--- src/rtl/lge_pkg.sv ---
// Shared types, constants and the generation rule of the life grid engine.
`default_nettype none
package lge_pkg;

  localparam int unsigned GRID_SIZE = 32;
  localparam int unsigned IDX_W     = (GRID_SIZE > 1) ? $clog2(GRID_SIZE) : 1;
  localparam int unsigned ADDR_W    = 5;
  localparam int unsigned OP_W      = 2;

  localparam int unsigned IN_BITS    = OP_W + 2 * ADDR_W;
  localparam int unsigned IN_DATA_W  = ((IN_BITS + 7) / 8) * 8;
  localparam int unsigned OUT_BITS   = 1 + OP_W;
  localparam int unsigned OUT_DATA_W = ((OUT_BITS + 7) / 8) * 8;

  localparam logic [3:0] BIRTH_COUNT  = 4'd3;
  localparam logic [3:0] SURVIVE_LOW  = 4'd2;
  localparam logic [3:0] SURVIVE_HIGH = 4'd3;

  typedef logic [GRID_SIZE-1:0] row_t;
  typedef logic [IDX_W-1:0]     idx_t;
  typedef logic [ADDR_W-1:0]    addr_t;

  typedef enum logic [OP_W-1:0] {
    OP_ADVANCE = 2'd0,
    OP_TOGGLE  = 2'd1,
    OP_CLEAR   = 2'd2,
    OP_READ    = 2'd3
  } op_t;

  typedef struct packed {
    logic capture;
    logic toggle;
    logic clear;
    logic sweep_load;
    logic sweep_step;
    logic respond;
  } dp_cmd_t;

  typedef struct packed {
    op_t  op;
    logic sweep_last;
  } dp_stat_t;

  // B3/S23 applied to one row, given the old rows above and below it.
  function automatic row_t next_row(row_t above, row_t cur, row_t below);
    row_t       al, ar, cl, cr, bl, br, fresh;
    logic [3:0] n;
    al = above << 1;
    ar = above >> 1;
    cl = cur << 1;
    cr = cur >> 1;
    bl = below << 1;
    br = below >> 1;
    fresh = '0;
    for (int c = 0; c < GRID_SIZE; c++) begin
      n = 4'(above[c]) + 4'(al[c]) + 4'(ar[c]) + 4'(cl[c]) + 4'(cr[c])
        + 4'(below[c]) + 4'(bl[c]) + 4'(br[c]);
      fresh[c] = cur[c] ? ((n == SURVIVE_LOW) || (n == SURVIVE_HIGH))
                        : (n == BIRTH_COUNT);
    end
    return fresh;
  endfunction

endpackage
`default_nettype wire

--- src/rtl/life_grid_engine.sv ---
// Top level of the life grid engine: stream ports, controller and datapath.
//
// The block keeps a GRID_SIZE x GRID_SIZE grid of one-bit cells (32 x 32 as
// built), all dead after reset, and runs Conway's Game of Life (B3/S23) on it
// with cells beyond the edges counted as dead and no wrap-around. Each input
// transfer carries an op (advance one generation, toggle a cell, clear the
// grid, read a cell) and a row and column; each op gives exactly one output
// transfer holding the addressed cell's state after the op and an echo of
// the op. A position outside the grid addresses no cell: a toggle there does
// nothing and the reported state is dead. Items are handled one at a time.
// For toggle, clear and read the op is captured, carried out in the EXEC state
// and its result written to the output register in the RESPOND state, after
// which the next input transfer can be taken. An advance adds the generation
// sweep before RESPOND, which rewrites one row per cycle while holding the
// unmodified row above and the current row in a two-row window. The result
// sits in an output register, so a waiting result does not stop the next
// input transfer from being taken; a new result is only written once the old
// one has gone.
`default_nettype none
module life_grid_engine (
  input  wire logic                            clk,
  input  wire logic                            rst_n,
  input  wire logic                            in_tvalid,
  output logic                                 in_tready,
  // op [1:0], row_index [6:2], col_index [11:7], zero above
  input  wire logic [lge_pkg::IN_DATA_W-1:0]   in_tdata,
  output logic                                 out_tvalid,
  input  wire logic                            out_tready,
  // cell_alive [0], done_op [2:1], zero above
  output logic [lge_pkg::OUT_DATA_W-1:0]       out_tdata
);
  import lge_pkg::*;

  dp_cmd_t  cmd;
  dp_stat_t stat;
  op_t      in_op;
  addr_t    in_row;
  addr_t    in_col;
  logic     out_alive;
  op_t      out_op;

  // Unpack the input fields, lowest field first.
  assign in_op  = op_t'(in_tdata[OP_W-1:0]);
  assign in_row = in_tdata[OP_W +: ADDR_W];
  assign in_col = in_tdata[OP_W + ADDR_W +: ADDR_W];

  lge_ctrl u_ctrl (
    .clk        (clk),
    .rst_n      (rst_n),
    .in_tvalid  (in_tvalid),
    .in_tready  (in_tready),
    .out_tvalid (out_tvalid),
    .out_tready (out_tready),
    .cmd        (cmd),
    .stat       (stat)
  );

  lge_datapath u_datapath (
    .clk       (clk),
    .rst_n     (rst_n),
    .cmd       (cmd),
    .in_op     (in_op),
    .in_row    (in_row),
    .in_col    (in_col),
    .stat      (stat),
    .out_alive (out_alive),
    .out_op    (out_op)
  );

  // Pack the result with the cell state in bit 0 and the echoed op above it.
  assign out_tdata = OUT_DATA_W'({out_op, out_alive});

endmodule
`default_nettype wire

--- src/rtl/lge_datapath.sv ---
// Datapath of the life grid engine: cell grid, sweep row window and result register.
`default_nettype none
module lge_datapath (
  input  wire logic            clk,
  input  wire logic            rst_n,
  input  wire lge_pkg::dp_cmd_t cmd,
  input  wire lge_pkg::op_t    in_op,
  input  wire lge_pkg::addr_t  in_row,
  input  wire lge_pkg::addr_t  in_col,
  output lge_pkg::dp_stat_t    stat,
  output logic                 out_alive,
  output lge_pkg::op_t         out_op
);
  import lge_pkg::*;

  row_t           grid_r [GRID_SIZE];
  row_t           prev_r;
  row_t           cur_r;
  idx_t           cnt_r;
  op_t            op_r;
  addr_t          row_r;
  addr_t          col_r;
  logic           out_alive_r;
  op_t            out_op_r;

  logic           on_grid;
  logic [IDX_W:0] below_ext;
  logic           below_ok;
  idx_t           rd_idx;
  row_t           rd_row;
  row_t           below_row;
  row_t           fresh;
  logic           alive_nxt;

  always_comb begin
    on_grid   = (32'(row_r) < GRID_SIZE) && (32'(col_r) < GRID_SIZE);
    below_ext = {1'b0, cnt_r} + (IDX_W + 1)'(1);
    below_ok  = 32'(below_ext) < GRID_SIZE;
    if (cmd.sweep_step) begin
      rd_idx = below_ext[IDX_W-1:0];
    end else if (cmd.sweep_load) begin
      rd_idx = '0;
    end else begin
      rd_idx = IDX_W'(row_r);
    end
    rd_row    = grid_r[rd_idx];
    below_row = below_ok ? rd_row : '0;
    fresh     = next_row(prev_r, cur_r, below_row);
    alive_nxt = on_grid & rd_row[IDX_W'(col_r)];
  end

  assign stat.op         = op_r;
  assign stat.sweep_last = (32'(cnt_r) == GRID_SIZE - 1);
  assign out_alive       = out_alive_r;
  assign out_op          = out_op_r;

  // Grid and sweep state; one row is rewritten per sweep cycle.
  always_ff @(posedge clk) begin
    if (!rst_n) begin
      for (int i = 0; i < GRID_SIZE; i++) begin
        grid_r[i] <= '0;
      end
      prev_r <= '0;
      cur_r  <= '0;
      cnt_r  <= '0;
    end else if (cmd.clear) begin
      for (int i = 0; i < GRID_SIZE; i++) begin
        grid_r[i] <= '0;
      end
      prev_r <= '0;
    end else if (cmd.toggle) begin
      if (on_grid) begin
        grid_r[IDX_W'(row_r)][IDX_W'(col_r)] <= ~grid_r[IDX_W'(row_r)][IDX_W'(col_r)];
      end
    end else if (cmd.sweep_load) begin
      prev_r <= '0;
      cur_r  <= rd_row;
      cnt_r  <= '0;
    end else if (cmd.sweep_step) begin
      grid_r[cnt_r] <= fresh;
      prev_r        <= cur_r;
      cur_r         <= below_row;
      cnt_r         <= cnt_r + idx_t'(1);
    end
  end

  always_ff @(posedge clk) begin
    if (cmd.capture) begin
      op_r  <= in_op;
      row_r <= in_row;
      col_r <= in_col;
    end
    if (cmd.respond) begin
      out_alive_r <= alive_nxt;
      out_op_r    <= op_r;
    end
  end

endmodule
`default_nettype wire

--- src/rtl/lge_ctrl.sv ---
// Controller of the life grid engine: op sequencing and result handshake.
`default_nettype none
module lge_ctrl (
  input  wire logic             clk,
  input  wire logic             rst_n,
  input  wire logic             in_tvalid,
  output logic                  in_tready,
  output logic                  out_tvalid,
  input  wire logic             out_tready,
  output lge_pkg::dp_cmd_t      cmd,
  input  wire lge_pkg::dp_stat_t stat
);
  import lge_pkg::*;

  typedef enum logic [1:0] {
    S_IDLE,
    S_EXEC,
    S_SWEEP,
    S_RESPOND
  } state_t;

  state_t state_r, state_nxt;
  logic   out_valid_r, out_valid_nxt;
  logic   in_fire;

  always_comb begin
    in_tready     = (state_r == S_IDLE);
    in_fire       = in_tvalid && in_tready;
    cmd           = '0;
    state_nxt     = state_r;
    out_valid_nxt = out_valid_r && !out_tready;
    case (state_r)
      S_IDLE: begin
        if (in_fire) begin
          cmd.capture = 1'b1;
          state_nxt   = S_EXEC;
        end
      end
      S_EXEC: begin
        case (stat.op)
          OP_ADVANCE: begin
            cmd.sweep_load = 1'b1;
            state_nxt      = S_SWEEP;
          end
          OP_TOGGLE: begin
            cmd.toggle = 1'b1;
            state_nxt  = S_RESPOND;
          end
          OP_CLEAR: begin
            cmd.clear = 1'b1;
            state_nxt = S_RESPOND;
          end
          default: begin
            state_nxt = S_RESPOND;
          end
        endcase
      end
      S_SWEEP: begin
        cmd.sweep_step = 1'b1;
        if (stat.sweep_last) begin
          state_nxt = S_RESPOND;
        end
      end
      S_RESPOND: begin
        if (!out_valid_r || out_tready) begin
          cmd.respond   = 1'b1;
          out_valid_nxt = 1'b1;
          state_nxt     = S_IDLE;
        end
      end
      default: begin
        state_nxt = S_IDLE;
      end
    endcase
  end

  always_ff @(posedge clk) begin
    if (!rst_n) begin
      state_r     <= S_IDLE;
      out_valid_r <= 1'b0;
    end else begin
      state_r     <= state_nxt;
      out_valid_r <= out_valid_nxt;
    end
  end

  assign out_tvalid = out_valid_r;

  a_one_item_at_a_time: assert property (@(posedge clk) disable iff (!rst_n)
    in_fire |=> !in_tready)
    else $error("input taken while an item is still in progress");

  a_result_from_respond: assert property (@(posedge clk) disable iff (!rst_n)
    $rose(out_valid_r) |-> $past(state_r == S_RESPOND))
    else $error("result presented outside the respond step");

  a_sweep_only_on_advance: assert property (@(posedge clk) disable iff (!rst_n)
    (state_r == S_SWEEP) |-> (stat.op == OP_ADVANCE))
    else $error("generation sweep running for an op other than advance");

endmodule
`default_nettype wire

--- config.mk ---
export PLATFORM = sky130hd
export DESIGN_NAME = life_grid_engine
export DESIGN_NICKNAME = d
export VERILOG_FILES = /design/src/rtl/lge_pkg.sv /design/src/rtl/life_grid_engine.sv /design/src/rtl/lge_datapath.sv /design/src/rtl/lge_ctrl.sv
export SDC_FILE = /design/constraint.sdc
export NUM_CORES = 2
export LEC_CHECK = 0
export BUFFER_PORTS_ARGS = -buffer_cell sky130_fd_sc_hd__buf_2
export CAP_MARGIN = 10
export CORE_AREA = 2 2 404 406
export CTS_CLUSTER_DIAMETER = 40
export CTS_CLUSTER_SIZE = 8
export DETAILED_ROUTE_END_ITERATION = 6
export DIE_AREA = 0 0 406 408
export HOLD_SLACK_MARGIN = 0.12
export PLACE_DENSITY = 0.64
export SETUP_SLACK_MARGIN = 0.05
export SYNTH_ARGS = -nofsm -noshare
export SYNTH_HDL_FRONTEND = slang
export SYNTH_SLANG_ARGS = --single-unit
--- constraint.sdc ---
create_clock -name clk -period 13.2 [get_ports clk]
set_input_delay 2.64 -clock clk [delete_from_list [all_inputs] [get_ports clk]]
set_output_delay 2.64 -clock clk [all_outputs]
set_load 0.05 [all_outputs]
==> run_results.csv <==
group,metric,value,unit
placement,place_congestion,0.9451,
die,io_pins,30,
hold_path,hp-start,"u_datapath.prev_r[0]$_SDFFE_PP0P_",
cts,clock-root-buffer,"clkbuf_16",
critical_path,startpoint,"u_ctrl.state_r[0]$_SDFFE_PN0P_",
cts,clk_path_buf_depth,3,
hold_path,min_path_cells,2,
die,core_area,161700,sq um
cts,cts-resized-gates,0,
synthesis,yosysSeqAreaShare,0.4641,
global_route,grt_max_degree,295,
timing,period_needed,9668,ps
synthesis,async_reset_ff_frac,0,
timing,tns,0,ps
synthesis,synthFlopType,"edfxtp_1",
timing,maxSlewViolCount,0,
critical_path,reg2reg_to,"u_datapath.grid_r[12][16]$_SDFFCE_PN0P_",
final_layout,utilization,0.4764,
die,rows,148,
global_route,grtUsageTotal,0.3113,
synthesis,yosysWarnings,0,
placement,post-dp-hpwl,147000,microns
power,clkPwrFrac,0.246,
drt,antenna_left,0,
power,power_switching,8.434,mW
drt,drt_iter0_markers,9729,
critical_path,reg2reg_depth,23,
power,p_leak,26.81,nW
synthesis,yosys.area.top_type,"edfxtp_1",
outcome,status,"finished clean",
power,power_density,242.6,nW/um^2
critical_path,critPathLaunchType,"flip-flop",
critical_path,reg2reg_from,"u_ctrl.state_r[0]$_SDFFE_PN0P_",
timing,finalCritPeriodShare,0.7324,
final_layout,fin_nets,6733,
timing,timing.hold.ws,512.2,ps
die,die_area,165600,sq um
final_layout,layout-drive-gt1-share,0.1338,
synthesis,synth_area_leaders,"edfxtp_1 (44%), mux4_2 (8.5%), o21ai_0 (7.8%)",
critical_path,critical_path_class,"flip-flop to flip-flop",
cts,clk_latency,840,ps
synthesis,synth-edff-count,1039,
synthesis,synth_top_area_frac,0.4423,
power,comb_power_share,0.504,
synthesis,synth_area_per_cell,10.19,sq um
die,initial_utilization,0.4364,
cts,cts_tree,"done",
critical_path,cp-end-kind,"flip-flop",
timing,fin_worst_skew,43.05,ps
cts,clkSinkCount,1116,
drt,drcViolationCount,0,
hold_path,hold_path_class,"flip-flop to flip-flop",
timing,setup_slack,3532,ps
drt,finalWirelength,262800,microns
timing,finalSetupViolations,0,
timing,hold_viol,0,
placement,io_buffers,20,
die,die_y,408,microns
timing,max_freq,103.4,MHz
flow_run,cap_viol_max_count,0,
placement,pre_cts_ws,3860,ps
synthesis,netlist_area,70550,sq um
global_route,grt_pass1_wl,377700,microns
power,p_int,10.25,mW
cts,clk_pin_slew,50,ps
final_layout,syn2layout_area_growth,9.160,%
final_layout,nFillCells,14510,
global_route,antenna_found_initial,16,
power,seqPwrFrac,0.250,
drt,vias,59050,
global_route,gr-total-overflow,0,
drt,avgViaCountPerCell,6.719,
power,peakVddDrop,181.2,uV
timing,rsz0062_at_grt,"false",
synthesis,ys_ff_latch,1116,
synthesis,synthCells,6923,
synthesis,yosysUniqueCellTypes,80,
cts,cts_setup_buffers,0,
critical_path,cp_data_required_time,13860,ps
timing,maxSlewHeadroom,0.1236,
drt,dr.pass1.iters,7,
hold_path,whs_endpoint,"u_datapath.prev_r[0]$_SDFFE_PP0P_",
cts,postCtsHoldBufs,0,
global_route,grt_pass1_vias,55880,
power,swShare,0.4515,
critical_path,worst_ep_arrival_time,10330,ps
critical_path,critPathMaxFanout,58,
die,fp.dieW,406,microns
critical_path,ff2ff_setup_slack,3530,ps
cts,htree_levels,4,
drt,wire_per_inst,29.90,microns
timing,worst_slew_pin_slew,1315,ps
cts,cts-buffers-inserted,188,
[power groups by stage]
stage / clock network [mW] / registers (mW) / logic [mW]
after floorplan: 0 / 4.54 / 6.06
after global placement: 0 / 4.69 / 8.78
after detailed placement: 0 / 4.71 / 9.03
after CTS: 4.59 / 4.65 / 9.08
after global routing: 4.74 / 4.70 / 10.0
final: 4.60 / 4.67 / 9.41
[per-stage QoR]
stage,power [mW],std cells,cell area (sq um)
global placement,13.47,8463,71080
finish,18.68,8789,77010
global route,19.47,8777,76980
CTS,18.32,8764,76830
floorplan,10.60,6927,70560
detailed placement,13.74,8464,71090
[area by class of cell]
cell class,count,area [sq um],area share
multi-input cells,4695,33140,0.4303
repair buffers,176,1446,0.01878
flip-flops and latches,1116,32760,0.4253
inverters,312,1171,0.01521
well taps,2175,2721,0.03534
clock inverters,70,624.3,0.008107
diodes,15,37.54,0.0004874
clock buffers,230,5114,0.06640
[registers in the layout, summed over array words and instances (netlist names), named ones only]
| name | count |
|---|---|
| u_datapath.grid_r | 1024 |
| u_datapath.cur_r | 32 |
| u_datapath.prev_r | 32 |
| u_datapath.cnt_r | 5 |
| u_datapath.col_r | 5 |
| u_datapath.row_r | 5 |
| u_ctrl.state_r | 2 |
| u_datapath.op_r | 2 |
| u_datapath.out_op | 2 |
| u_ctrl.out_tvalid | 1 |
| u_datapath.out_alive | 1 |
[cells by family after synthesis]
logic type,after synthesis,synth area share
AND/OR/NAND/NOR,2018,0.1222
AO/OA/AOI/OAI,1850,0.1539
flip-flops,1116,0.4641
buffers and inverters,1116,0.07445
multiplexers,595,0.1321
adder cells (fa/ha/maj),224,0.05282
XOR/XNOR,3,0.0003725
other,1,0.00005316
[metal layers]
metal / vias to the layer above / wire length, microns / track usage
met5: - / 92 / 0
met4: 14 / 17090 / 0.1843
met3: 924 / 39740 / 0.1061
met2: 4511 / 112600 / 0.4500
met1: 29350 / 93260 / 0.4037
li1: 24250 / - / -
[synthesized netlist by cell type (all sizes together) (20+ instances only)]
cell / number
or3: 34
mux4: 265
nand2: 457
clkbuf: 523
o211ai: 20
ha: 101
fa: 123
a21o: 33
and2: 33
mux2: 41
edfxtp: 1039
mux2i: 289
a2111oi: 47
inv: 311
a22oi: 89
a31oi: 49
buf: 281
nand2b: 36
dfxtp: 77
a221oi: 20
a211oi: 88
o21ai: 1099
nor2b: 31
o22ai: 69
a21oi: 181
nand3: 126
and3: 112
o221ai: 46
nor2: 1120
[worst max-delay path by stage]
stage | endpoint | depth (start not counted) | slack (ps)
6_report | u_datapath.grid_r[12][16]$_SDFFCE_PN0P_ | 23 | 3530
3_5_place_dp | u_datapath.grid_r[0][16]$_SDFFCE_PN0P_ | 23 | 3860
5_1_grt | u_datapath.grid_r[0][16]$_SDFFCE_PN0P_ | 23 | 3300
2_1_floorplan | u_datapath.grid_r[12][29]$_SDFFCE_PN0P_ | 27 | 6710
3_3_place_gp | u_datapath.grid_r[0][16]$_SDFFCE_PN0P_ | 23 | 3870
4_1_cts | u_datapath.grid_r[0][16]$_SDFFCE_PN0P_ | 23 | 3830
[worst max-delay path: stages (launching register included)]
cell and delay, ps:
dfxtp_1 340, inv_1 120, ha_1 700, or4b_4 510, buf_4 440, and2_4 370
buf_4 750, buf_4 720, mux2i_1 170, a211o_1 330, a32oi_1 200, nor3b_1 940
nand2_1 350, fa_1 620, fa_1 410, inv_1 90, fa_1 180, inv_1 60
fa_1 430, a2111oi_0 300, a21oi_1 70, or3_1 550, a21o_2 500, nor2_1 170
[cells in the final DEF, fill, tap and decap left out, types with 72 or more instances in the layout]
master	synthesis	layout
edfxtp_1	1039	1039
o21ai_0	1097	1096
nor2_1	1100	1090
buf_4	35	137
mux2i_1	289	289
a21oi_1	181	149
nand3_1	126	126
inv_1	311	311
fa_1	123	123
a22oi_1	89	89
a211oi_1	88	87
ha_1	101	101
and3_1	112	112
clkbuf_16	0	197
mux4_2	265	265
nand2_1	456	423
dfxtp_1	77	72
(Power assumes the default switching activity.)
